File: src/hw/rtl/b64d_pkg.sv
// ----------------------------------------------------------------------------
// Base64 decoder package
// Shared types, constants and the character classifier.
// ----------------------------------------------------------------------------
package b64d_pkg;

  // Default depth of the group queue between front and back
  localparam int unsigned QDepthDefault = 4;

  // Group of decoded bytes handed from front to back
  typedef struct packed {
    logic [23:0] word;    // first byte in bits 23:16
    logic [1:0]  nbytes;  // 0..3 bytes carried
    logic        eom;     // group closes the message
  } grp_t;

  // Character classification result
  typedef struct packed {
    logic       valid;    // character is in the alphabet
    logic [5:0] sextet;
  } sextet_t;

  localparam logic [7:0] ChUpperA = 8'h41;
  localparam logic [7:0] ChUpperZ = 8'h5A;
  localparam logic [7:0] ChLowerA = 8'h61;
  localparam logic [7:0] ChLowerZ = 8'h7A;
  localparam logic [7:0] ChDigit0 = 8'h30;
  localparam logic [7:0] ChDigit9 = 8'h39;
  localparam logic [7:0] ChPlus   = 8'h2B;
  localparam logic [7:0] ChSlash  = 8'h2F;

  // Map a character code to its sextet value
  function automatic sextet_t classify(input logic [7:0] c);
    sextet_t    r;
    logic [7:0] d;
    r = '0;
    d = '0;
    if (c >= ChUpperA && c <= ChUpperZ) begin
      d = c - ChUpperA;
      r = '{valid: 1'b1, sextet: d[5:0]};
    end else if (c >= ChLowerA && c <= ChLowerZ) begin
      d = c - ChLowerA + 8'd26;
      r = '{valid: 1'b1, sextet: d[5:0]};
    end else if (c >= ChDigit0 && c <= ChDigit9) begin
      d = c - ChDigit0 + 8'd52;
      r = '{valid: 1'b1, sextet: d[5:0]};
    end else if (c == ChPlus) begin
      r = '{valid: 1'b1, sextet: 6'd62};
    end else if (c == ChSlash) begin
      r = '{valid: 1'b1, sextet: 6'd63};
    end
    return r;
  endfunction

endpackage

File: src/hw/rtl/b64d_front.sv
// ----------------------------------------------------------------------------
// Base64 decoder front end
// Classifies each character, gathers sextets and emits byte groups.
// ----------------------------------------------------------------------------
module b64d_front
  import b64d_pkg::*;
(
  input  logic       clk,
  input  logic       rst_n,
  input  logic       in_valid,
  output logic       in_ready,
  input  logic [7:0] char_code,
  input  logic       end_of_text,
  output logic       grp_valid,
  input  logic       grp_ready,
  output grp_t       grp
);

  logic [17:0] held_r, held_nxt;
  logic [1:0]  cnt_r, cnt_nxt;
  logic        halted_r, halted_nxt;

  sextet_t     cls;
  logic [17:0] held_upd;
  logic [1:0]  cnt_upd;
  logic        halted_upd;
  logic        accept;

  // Stall the character stream whenever the queue cannot take a group
  assign in_ready = grp_ready;
  assign accept   = in_valid && grp_ready;
  assign cls      = classify(char_code);

  // Gather the sextet, build the group and flush at end of message
  always_comb begin
    held_upd   = held_r;
    cnt_upd    = cnt_r;
    halted_upd = halted_r;
    grp        = '0;
    if (!halted_r) begin
      if (!cls.valid) begin
        halted_upd = 1'b1;
      end else if (cnt_r == 2'd3) begin
        grp.word   = {held_r, cls.sextet};
        grp.nbytes = 2'd3;
        held_upd   = '0;
        cnt_upd    = '0;
      end else begin
        held_upd = {held_r[11:0], cls.sextet};
        cnt_upd  = cnt_r + 2'd1;
      end
    end
    if (end_of_text) begin
      grp.eom = 1'b1;
      if (cnt_upd == 2'd2) begin
        grp.word   = {held_upd[11:0], 12'd0};
        grp.nbytes = 2'd1;
      end else if (cnt_upd == 2'd3) begin
        grp.word   = {held_upd, 6'd0};
        grp.nbytes = 2'd2;
      end
      held_upd   = '0;
      cnt_upd    = '0;
      halted_upd = 1'b0;
    end
    grp_valid = in_valid && ((grp.nbytes != 2'd0) || end_of_text);
  end

  // Advance state only on an accepted transaction
  always_comb begin
    held_nxt   = accept ? held_upd   : held_r;
    cnt_nxt    = accept ? cnt_upd    : cnt_r;
    halted_nxt = accept ? halted_upd : halted_r;
  end

  always_ff @(posedge clk) begin
    if (!rst_n) begin
      held_r   <= '0;
      cnt_r    <= '0;
      halted_r <= 1'b0;
    end else begin
      held_r   <= held_nxt;
      cnt_r    <= cnt_nxt;
      halted_r <= halted_nxt;
    end
  end

endmodule

File: src/hw/rtl/b64d_queue.sv
// ----------------------------------------------------------------------------
// Base64 decoder group queue
// Small FIFO of byte groups between front end and back end.
// ----------------------------------------------------------------------------
module b64d_queue
  import b64d_pkg::*;
#(
  parameter int unsigned QDepth = QDepthDefault
) (
  input  logic clk,
  input  logic rst_n,
  input  logic push_valid,
  output logic push_ready,
  input  grp_t push_data,
  output logic pop_valid,
  input  logic pop_ready,
  output grp_t pop_data
);

  localparam int unsigned PtrW = (QDepth > 1) ? $clog2(QDepth) : 1;
  localparam int unsigned CntW = $clog2(QDepth + 1);
  localparam logic [PtrW-1:0] PtrLast = PtrW'(QDepth - 1);
  localparam logic [CntW-1:0] CntFull = CntW'(QDepth);

  grp_t            mem_r [QDepth];
  logic [PtrW-1:0] wr_r, wr_nxt;
  logic [PtrW-1:0] rd_r, rd_nxt;
  logic [CntW-1:0] cnt_r, cnt_nxt;
  logic            do_push, do_pop;

  assign push_ready = (cnt_r != CntFull);
  assign pop_valid  = (cnt_r != '0);
  assign pop_data   = mem_r[rd_r];
  assign do_push    = push_valid && push_ready;
  assign do_pop     = pop_valid && pop_ready;

  // Advance pointers with wrap at the queue depth
  always_comb begin
    wr_nxt  = wr_r;
    rd_nxt  = rd_r;
    cnt_nxt = cnt_r;
    if (do_push) begin
      wr_nxt = (wr_r == PtrLast) ? '0 : wr_r + 1'b1;
    end
    if (do_pop) begin
      rd_nxt = (rd_r == PtrLast) ? '0 : rd_r + 1'b1;
    end
    if (do_push && !do_pop) begin
      cnt_nxt = cnt_r + 1'b1;
    end else if (!do_push && do_pop) begin
      cnt_nxt = cnt_r - 1'b1;
    end
  end

  always_ff @(posedge clk) begin
    if (!rst_n) begin
      wr_r  <= '0;
      rd_r  <= '0;
      cnt_r <= '0;
    end else begin
      wr_r  <= wr_nxt;
      rd_r  <= rd_nxt;
      cnt_r <= cnt_nxt;
    end
  end

  // Store the group
  always_ff @(posedge clk) begin
    if (do_push) begin
      mem_r[wr_r] <= push_data;
    end
  end

endmodule

File: src/hw/rtl/b64d_back.sv
// ----------------------------------------------------------------------------
// Base64 decoder back end
// Splits each byte group into single-byte output transactions.
// ----------------------------------------------------------------------------
module b64d_back
  import b64d_pkg::*;
(
  input  logic       clk,
  input  logic       rst_n,
  input  logic       grp_valid,
  output logic       grp_ready,
  input  grp_t       grp,
  output logic       out_valid,
  input  logic       out_ready,
  output logic [7:0] out_byte,
  output logic       has_byte,
  output logic       end_of_message
);

  logic [1:0] idx_r, idx_nxt;
  logic       vld_r, vld_nxt;
  logic [7:0] byte_r, byte_nxt;
  logic       has_r, has_nxt;
  logic       eom_r, eom_nxt;
  logic       load, last_of_grp;
  logic [7:0] sel_byte;

  // Pick the current byte of the group
  always_comb begin
    unique case (idx_r)
      2'd0:    sel_byte = grp.word[23:16];
      2'd1:    sel_byte = grp.word[15:8];
      default: sel_byte = grp.word[7:0];
    endcase
  end

  assign load        = grp_valid && (!vld_r || out_ready);
  assign last_of_grp = (grp.nbytes == 2'd0) || (idx_r == grp.nbytes - 2'd1);
  assign grp_ready   = load && last_of_grp;

  // Fill the output register, hold it while stalled
  always_comb begin
    idx_nxt  = idx_r;
    vld_nxt  = vld_r;
    byte_nxt = byte_r;
    has_nxt  = has_r;
    eom_nxt  = eom_r;
    if (load) begin
      vld_nxt  = 1'b1;
      byte_nxt = (grp.nbytes == 2'd0) ? 8'd0 : sel_byte;
      has_nxt  = (grp.nbytes != 2'd0);
      eom_nxt  = grp.eom && last_of_grp;
      idx_nxt  = last_of_grp ? 2'd0 : idx_r + 2'd1;
    end else if (out_ready) begin
      vld_nxt = 1'b0;
    end
  end

  always_ff @(posedge clk) begin
    if (!rst_n) begin
      idx_r <= '0;
      vld_r <= 1'b0;
    end else begin
      idx_r <= idx_nxt;
      vld_r <= vld_nxt;
    end
  end

  always_ff @(posedge clk) begin
    byte_r <= byte_nxt;
    has_r  <= has_nxt;
    eom_r  <= eom_nxt;
  end

  assign out_valid      = vld_r;
  assign out_byte       = byte_r;
  assign has_byte       = has_r;
  assign end_of_message = eom_r;

endmodule

File: src/hw/rtl/base64_stream_decoder.sv
// ----------------------------------------------------------------------------
// Base64 stream decoder
// Decodes base64 text, one character per transaction, into bytes.
// ----------------------------------------------------------------------------
//  channel | direction | tdata          | tuser    | tlast
//  in_     | slave     | char_code[7:0] | -        | end_of_text
//  out_    | master    | out_byte[7:0]  | has_byte | end_of_message
//
// The front end takes one character per cycle and pushes a group of up to
// three bytes into a QDepth-entry queue; the back end sends one byte per cycle
// from a registered output. A full group of four characters thus yields three
// output bytes. Input stalls only when the queue is full; output stalls hold
// the output register. Reset is synchronous and clears the sextet state, queue
// pointers and output valid.
// ----------------------------------------------------------------------------
module base64_stream_decoder
  import b64d_pkg::*;
#(
  parameter int unsigned QDepth = QDepthDefault
) (
  input  logic       clk,
  input  logic       rst_n,
  input  logic       in_tvalid,
  output logic       in_tready,
  input  logic [7:0] in_tdata,   // [7:0] char_code
  input  logic       in_tlast,
  output logic       out_tvalid,
  input  logic       out_tready,
  output logic [7:0] out_tdata,  // [7:0] out_byte
  output logic       out_tuser,  // [0] has_byte
  output logic       out_tlast
);

  logic push_valid, push_ready, pop_valid, pop_ready;
  grp_t push_data, pop_data;

  b64d_front u_front (
    .clk         (clk),
    .rst_n       (rst_n),
    .in_valid    (in_tvalid),
    .in_ready    (in_tready),
    .char_code   (in_tdata),
    .end_of_text (in_tlast),
    .grp_valid   (push_valid),
    .grp_ready   (push_ready),
    .grp         (push_data)
  );

  b64d_queue #(
    .QDepth (QDepth)
  ) u_queue (
    .clk        (clk),
    .rst_n      (rst_n),
    .push_valid (push_valid),
    .push_ready (push_ready),
    .push_data  (push_data),
    .pop_valid  (pop_valid),
    .pop_ready  (pop_ready),
    .pop_data   (pop_data)
  );

  b64d_back u_back (
    .clk            (clk),
    .rst_n          (rst_n),
    .grp_valid      (pop_valid),
    .grp_ready      (pop_ready),
    .grp            (pop_data),
    .out_valid      (out_tvalid),
    .out_ready      (out_tready),
    .out_byte       (out_tdata),
    .has_byte       (out_tuser),
    .end_of_message (out_tlast)
  );

endmodule
File: config.mk
export PLATFORM = sky130hd
export DESIGN_NAME = base64_stream_decoder
export DESIGN_NICKNAME = d
export VERILOG_FILES = /design/src/hw/rtl/b64d_pkg.sv /design/src/hw/rtl/b64d_front.sv /design/src/hw/rtl/b64d_queue.sv /design/src/hw/rtl/b64d_back.sv /design/src/hw/rtl/base64_stream_decoder.sv
export SDC_FILE = /design/constraint.sdc
export NUM_CORES = 1
export LEC_CHECK = 0
export BUFFER_PORTS_ARGS = -buffer_cell sky130_fd_sc_hd__buf_4
export CAP_MARGIN = 30
export CORE_MARGIN = 1.5
export CORE_UTILIZATION = 55
export DETAILED_ROUTE_END_ITERATION = 6
export GPL_ROUTABILITY_DRIVEN = 0
export PLACE_DENSITY = 0.7
export RECOVER_POWER = 100
export SETUP_SLACK_MARGIN = 0.05
export SYNTH_ARGS = -nofsm -noshare
export SYNTH_HDL_FRONTEND = slang
export SYNTH_SLANG_ARGS = --single-unit
File: constraint.sdc
create_clock -name clk -period 4.64 [get_ports clk]
set_input_delay 0.232 -clock clk [delete_from_list [all_inputs] [get_ports clk]]
set_output_delay 0.232 -clock clk [all_outputs]
set_load 0.02 [all_outputs]
Word level (Yosys, flattened, before mapping)

Memories as Yosys holds them, arrays and structs flattened. A register that Yosys moved wholly into a read port is not among the register bits.
Cells that the tools add are included.

Register bits after elaboration: 41
Memory bits (writable): 108
Bits of input ports: 13
Memories kept: 1

Add/subtract/negate cells: 12
Order comparisons: 6
Equal/unequal tests: 10
Muxes and demuxes: 34
Reduce and logical (&&, ||, !) cells: 25

Memories:

| name          | depth | width | read ports | clocked after Yosys merged registers in | write ports | RTL line         | text |
|---|---|---|---|---|---|---|---|
| u_queue.mem_r | 4     | 27    | 1          | 1                                       | 1           | b64d_queue.sv:25 | `grp_t mem_r [QDepth];` |

Operators by type and width:

| cell                                                                             | number |
|---|---|
| 26-bit 2-to-1 mux                                                                | 5 |
| 18-bit 2-to-1 mux                                                                | 4 |
| 7-bit 2-to-1 mux                                                                 | 5 |
| 27-bit 2-to-1 mux                                                                | 1 |
| 2-bit 2-to-1 mux                                                                 | 9 |
| 8-bit by 6-bit == test with 1-bit output, second input constant                  | 2 |
| 8-bit by 7-bit >= comparator with 1-bit output, second input constant            | 2 |
| 8-bit by 7-bit less-or-equal comparator with 1-bit output, second input constant | 2 |
| 8-bit one-hot mux with 2 select lines                                            | 1 |
| 1-bit logical AND                                                                | 12 |
| 6-bit subtractor, second input constant                                          | 2 |
| 2-bit == test, second input constant                                             | 5 |
| 2-bit by 1-bit adder with 2-bit output, second input constant                    | 4 |
| 8-bit by 6-bit >= comparator with 1-bit output, second input constant            | 1 |
| 8-bit by 6-bit less-or-equal comparator with 1-bit output, second input constant | 1 |
| 2-bit nonzero test                                                               | 4 |
| 1-bit 2-to-1 mux                                                                 | 7 |
| 6-bit by 5-bit adder with 6-bit output, second input constant                    | 1 |
| 6-bit adder, second input constant                                               | 1 |
| 3-bit 2-to-1 mux                                                                 | 2 |
| 6-bit by 1-bit subtractor with 6-bit output, second input constant               | 1 |
| 2-bit logical NOT                                                                | 2 |
| 3-bit by 1-bit adder with 3-bit output, second input constant                    | 1 |
| 1-bit logical NOT                                                                | 3 |
| 7 further kinds                                                                  | 9 |

Longest topological paths before layout

Gate-level depths: netlist of the first run.

Word-level depth: 20
Gate-level depth with buffers: 16

By module

From an unflattened synthesis of the first run, not the netlist that was laid out.

Cell total of the unflattened synthesis: 506
Area, all modules: 7075.5 um^2

Modules (own cells, without submodules):

| module     | times used | cells an instance | area an instance (um^2) |
|---|---|---|---|
| b64d_queue | 1          | 192               | 4383.0 |
| b64d_front | 1          | 248               | 2006.9 |
| b64d_back  | 1          | 66                | 685.7 |

Worst setup path after synthesis of the first run

OpenSTA, ideal clock, no wires.

Path type: reg2reg
Start point: register (tool-made name)
End point: register u_queue.cnt_r[2]
Arrival time: 3204 ps
Required time: 4564 ps
Setup slack: 1360 ps
Stages on the path, launching flop included: 15
Buffers on the path: 2
Period minus slack after synthesis: 3280 ps
Cells stage by stage: dfxtp_1 > buf_2 > buf_2 > mux4_2 > inv_1 > ha_1 > xnor2_1 > o21ai_1 > nand2_1 > ha_1 > inv_1 > fa_1 > xor2_1 > or3_1 > a21boi_0

RTL lines:

| item                 | RTL line         | text |
|---|---|---|
| end signal, assigned | b64d_queue.sv:63 | `cnt_r <= cnt_nxt;` |
| end, declared        | b64d_queue.sv:28 | `logic [CntW-1:0] cnt_r, cnt_nxt;` |

==> impl_metrics.json, run 1 <==
{
  "final_cell_area_mm2": 0.00779,
  "max_cap_violations": 0,
  "num_vias": 4281,
  "netlist_area_mm2": 0.00690,
  "slew_headroom_pct": 30.9,
  "vdd_drop_max_mv": 0.229,
  "grtUsageTotal_pct": 22.6,
  "root_buffer": "clkbuf_16",
  "crit_end": "u_queue.cnt_r[2]",
  "critPathKind": "flop to flop",
  "final_net_count": 559,
  "rrSetupSlack_ns": 0.83,
  "tightestPinTransition_ns": 1.04,
  "port_buffers": 24,
  "r2r-end": "u_queue.cnt_r[2]",
  "status": "completed",
  "first_pass_iters": 5,
  "cp-end-kind": "flop",
  "synth_cells": 497,
  "io_pins": 25,
  "synth_enable_flop_cells": 118,
  "drive_gt1_share_pct": 15.4,
  "slew_viol_final": 0,
  "ys_seq_elements": 151,
  "clkSinkCount": 151,
  "final_cell_mix": "edfxtp_1 (118), nand2_1 (44), a22oi_1 (39)",
  "ant_nets": 0,
  "layout_setup_ws_ns": 0.828,
  "grt_antenna_before_repair": 0,
  "cts_hold_buf": 0,
  "clk_path_buf_depth": 2,
  "synthFlopType": "edfxtp_1",
  "cts_buffers": 17,
  "p_per_area_mw_per_mm2": 497,
  "clk_pin_slew_ns": 0.06,
  "leakagePower_nw": 2.57,
  "crit_arrival_ns": 4.16,
  "floorplan.initialDensity_pct": 56.9,
  "crit_fanout": 15,
  "syn_nets": 529,
  "hold_viol_final": 0,
  "hold_class": "input port to flop",
  "drt_iter0_markers": 459,
  "dpl_cell_area_mm2": 0.00724,
  "setup_viol": 0,
  "required_ns": 4.99,
  "tns_ns": 0,
  "yosysWarnings": 0,
  "async_flop_share_pct": 0,
  "finalPower_mw": 3.87,
  "reg2regPathDepth": 12,
  "syn_avg_cell_area_um2": 13.9,
  "grt_remaining_overflow": 0,
  "via_per_inst": 6.05,
  "htreeDepth": 4,
  "wl_per_cell_um": 19.6,
  "seq_area_frac_synth_pct": 61.0,
  "diodes": 0,
  "critPathLaunchType": "flop",
  "wl_um": 13900,
  "core_area_mm2": 0.0121,
  "timing.fmax_mhz": 262,
  "dieArea_mm2": 0.0132,
  "areaGrowthSynthToFinish_pct": 13.0,
  "drc": 0,
  "rsz0062_at_grt": "no",
  "holdWs_ns": 0.0932,
  "die_h_um": 115,
  "synth.distinct_cells": 59,
  "row_count": 40,
  "timing.final.crit_share_pct": 82.2,
  "clock_skew_ns": 0.00941,
  "grt_pass1_wl_um": 22000,
  "grt_pass1_vias": 4155,
  "place_worst_setup_slack_ns": 0.933,
  "cts_tree": "built",
  "clk_latency_ns": 0.42,
  "grt_max_degree": 34,
  "fin_crit_ns": 3.81,
  "final_common_cell": "edfxtp_1",
  "die_w_um": 115,
  "dp_hpwl_um": 9000,
  "post_cts_buffers": 0,
  "cts_resized": 0
}
## metrics by stage
stage	std cells	util, %
finish	708	64.3
global route	708	64.3
CTS	707	65.0
detailed placement	675	59.7
global placement	675	59.7
floorplan	497	-
## worst min-delay path by stage
stage,cells after the start,endpoint,from
detailed placement,2,u_back.out_valid,u_back.out_valid
finish,4,u_back.out_valid,out_tready
global placement,2,u_back.out_valid,u_back.out_valid
floorplan,0,u_queue.mem_r[0][0],in_tlast
global route,4,u_back.out_valid,out_tready
CTS,4,u_back.out_valid,out_tready
## synth_stat cells, types with 3 or more instances
library cell  number  area share (%)
nor2b_1           30             2.7
xnor2_1            6            0.76
o21ai_0           19             1.4
a21oi_1           14             1.0
a21boi_0           4            0.44
o211ai_1           3            0.33
and2_1            15             1.4
nor3_1             6            0.44
buf_2              6            0.44
mux2i_1            8             1.2
o21ai_1            3            0.22
nand2_1           44             2.4
a22oi_1           39             4.2
ha_1              18             3.3
or3_1              4            0.36
mux2_2             4            0.65
mux4_2            27             8.8
dfxtp_1           33             9.6
edfxtp_1         118              51
clkbuf_1          10            0.54
inv_1             17            0.93
a2bb2oi_1          3            0.38
nor2_1            16            0.87
## registers in the layout (all words and copies together), names as in the netlist, 2 cells and up, named ones only
signal and flops:
u_queue.mem_r 108, u_front.held_r 18, u_back.out_byte 8, u_queue.cnt_r 3
u_back.idx_r 2, u_front.cnt_r 2, u_queue.rd_r 2, u_queue.wr_r 2
## cell families (layout without fill, tap and decap cells)
| logic type | Yosys count | after routing | synth area share [%] |
|---|---|---|---|
| buffers and inverters | 38 | 81 | 2.45 |
| AO/OA/AOI/OAI | 113 | 113 | 11.7 |
| flip-flops | 151 | 151 | 61.0 |
| multiplexers | 39 | 39 | 10.6 |
| adder cells (fa/ha/maj) | 19 | 19 | 3.56 |
| AND/OR/NAND/NOR | 130 | 130 | 9.80 |
| XOR/XNOR | 7 | 7 | 0.889 |
## per-layer routing
| layer | global-route usage (%) | part of all wire [%] | vias to the layer above |
|---|---|---|---|
| met2 | 36.2 | 48 | 185 |
| met4 | 7.98 | 1.8 | 0 |
| met1 | 31.4 | 44 | 2111 |
| met5 | 0 | 0 | - |
| li1 | - | - | 1960 |
| met3 | 4.53 | 5.9 | 25 |
## worst max-delay path, cell delays in order (launching register included)
cell	delay (ns)
dfxtp_1	1.00
mux4_2	0.63
inv_1	0.08
ha_1	0.40
inv_1	0.11
o21ai_0	0.18
nand2_1	0.24
ha_1	0.33
inv_1	0.07
fa_1	0.17
xor2_1	0.07
or3_1	0.31
a21boi_0	0.16
## final cells by class
cell class / instances / area (um2)
clock buffers: 20 / 467
clock inverters: 12 / 174
fillers: 918 / 4320
inverters: 17 / 63.8
multi-input cells: 308 / 2500
flip-flops and latches: 151 / 4200
well taps: 168 / 210
repair buffers: 32 / 170
## power breakdown
group / internal, mW / switching (mW)
combinational: 0.298 / 0.443
clock: 0.940 / 0.524
sequential: 1.59 / 0.0724
total: 2.83 / 1.04
Note: power is estimated with default switching activity, not from simulation.
==> run 2, diff against run 1 <==
==> constraint.sdc (replaced) <==
create_clock -name clk -period 3.55 [get_ports clk]
set_input_delay 0.1775 -clock clk [delete_from_list [all_inputs] [get_ports clk]]
set_output_delay 0.1775 -clock clk [all_outputs]
set_load 0.02 [all_outputs]
==> impl_metrics.json, run 2 (synthesis gave the netlist of run 1 again) <==
{
  "min-delay-start": "out_tready",
  "final_cell_mix": "edfxtp_1 (118), nand2_1 (44), a22oi_1 (39)",
  "critPathKind": "input port to flop",
  "tightestPinTransition_ns": 1.01,
  "worst_path_max_delay_cell": "or3_1",
  "num-fill-cells": 941,
  "crit_arrival_ns": 3.53,
  "whs_path_depth": 4,
  "grt_max_degree": 34,
  "wl_per_cell_um": 20.3,
  "cts_buffers": 17,
  "status": "completed",
  "clkSinkCount": 151,
  "timing.fmax_mhz": 313,
  "wl_um": 14400,
  "htreeDepth": 4,
  "r2r-end": "u_queue.cnt_r[2]",
  "root_buffer": "clkbuf_16",
  "row_count": 40,
  "crit_fanout": 7,
  "final_common_cell": "edfxtp_1",
  "areaGrowthSynthToFinish_pct": 12.1,
  "grt_pass1_vias": 4159,
  "rsz0062_at_grt": "no",
  "cp_slowest_stage_delay_ns": 0.46,
  "num_vias": 4279,
  "die_h_um": 115,
  "core_area_mm2": 0.0121,
  "cp_num_buf_inv": 3,
  "port_buffers": 24,
  "grtUsageTotal_pct": 23.6,
  "cts_resized": 0,
  "cts_hold_buf": 0,
  "cp-end-kind": "flop",
  "utilization_pct": 63.8,
  "required_ns": 3.88,
  "io_pins": 25,
  "clock_skew_ns": 0.00599,
  "clk_latency_ns": 0.42,
  "cts_tree": "built",
  "grt_pass1_wl_um": 22600,
  "drc": 0,
  "clk_pin_slew_ns": 0.06,
  "setup_viol": 0,
  "slew_viol_final": 0,
  "post_cts_buffers": 0,
  "rrSetupSlack_ns": 0.40,
  "top_register": "u_queue.mem_r",
  "vdd_drop_max_mv": 0.275,
  "dp_hpwl_um": 9410,
  "first_pass_iters": 6,
  "cp_cell_sequence": "buf_4, inv_1, ha_1, nor2b_1, o211a_1, or3_1, a21oi_1, a21oi_1, nor2_1, ha_1, inv_1, fa_1, xor2_1, or3_1, a21boi_0",
  "max_cap_violations": 0,
  "hold_viol_final": 0,
  "reg2regPathDepth": 12,
  "hold_class": "input port to flop",
  "clk_path_buf_depth": 2,
  "hold_end": "u_back.out_valid",
  "drt_iter0_markers": 609,
  "p_per_area_mw_per_mm2": 631,
  "via_per_inst": 6.02,
  "critical_path.top_delay_family": "simple AND/OR/NAND/NOR gates",
  "final_net_count": 562,
  "grt_remaining_overflow": 0,
  "dieArea_mm2": 0.0132,
  "largest_reg_flops": 108,
  "floorplan.initialDensity_pct": 56.9,
  "die_w_um": 115,
  "fin_crit_ns": 3.19,
  "tns_ns": 0,
  "slew_headroom_pct": 32.5,
  "ant_nets": 0,
  "diodes": 0,
  "critPathLaunchType": "input port",
  "leakagePower_nw": 2.56,
  "drive_gt1_share_pct": 14.5,
  "grt_antenna_before_repair": 0,
  "timing.final.crit_share_pct": 90.0
}
run 2: cell types whose count changed in the layout (fill, tap and decap cells not counted), moves of 2 or more:
cell,before,now
nor2_2,2,0
clkbuf_16,17,20
clkinvlp_4,4,2
clkbuf_1,16,20
bufinv_16,4,0
and2_0,9,11
and2_1,6,4
nor2_1,17,19
o21ai_0,23,21
buf_4,11,14
o21ai_1,0,2
run 2: metrics by stage:
step	setup WS, ns	area (um2)	instances	total power [mW]	hold WS (ns)
after detailed placement	0.185	7270	679	3.29	0.474
after global placement	0.348	7270	679	3.25	0.454
after global routing	0.150	7730	711	5.08	0.0507
final	0.355	7730	711	4.88	0.0457
after CTS	0.453	7840	711	5.00	0.0207
after floorplan	0.270	6900	497	2.93	0.276
run 2: metal layers:
layer / GRT usage, % / vias to the layer above / wire, um / part of all wire (%)
met4: 7.57 / 0 / 191 / 1.3
li1: - / 1965 / - / -
met5: 0 / - / 0 / 0
met3: 6.11 / 16 / 736 / 5.1
met2: 37.4 / 143 / 7000 / 49
met1: 32.4 / 2155 / 6470 / 45
run 2: worst min-delay path: stages:
cell and delay (ns):
buf_4 0.08, inv_1 0.04, nand2_1 0.06, a21boi_0 0.06
run 2: worst max-delay path by stage:
stage | from | to | slack (ns) | cells past startpoint
floorplan | flop | u_queue.cnt_r[2] | 0.27 | 14
finish | in_tdata[0] | u_queue.cnt_r[2] | 0.36 | 15
global placement | in_tdata[0] | u_queue.cnt_r[2] | 0.35 | 15
global route | in_tdata[2] | u_queue.mem_r[3][23] | 0.15 | 11
CTS | flop | u_queue.cnt_r[2] | 0.45 | 12
detailed placement | in_tdata[0] | u_queue.cnt_r[2] | 0.18 | 15
run 2: power breakdown:
group / switching, mW / leakage, nW / internal [mW]
registers: 0.0662 / 1.31 / 2.08
logic: 0.619 / 0.972 / 0.395
clock network: 0.663 / 0.282 / 1.05
total: 1.35 / 2.56 / 3.53
run 2: cell type report:
cell class              instances  area, um2  share of cell area, %
inverters                      17       63.8                  0.825
flip-flops and latches        151       4200                   54.4
repair buffers                 35        190                   2.46
clock inverters                 6       35.0                  0.453
clock buffers                  26        543                   7.02
well taps                     168        210                   2.72
multi-input cells             308       2480                   32.1
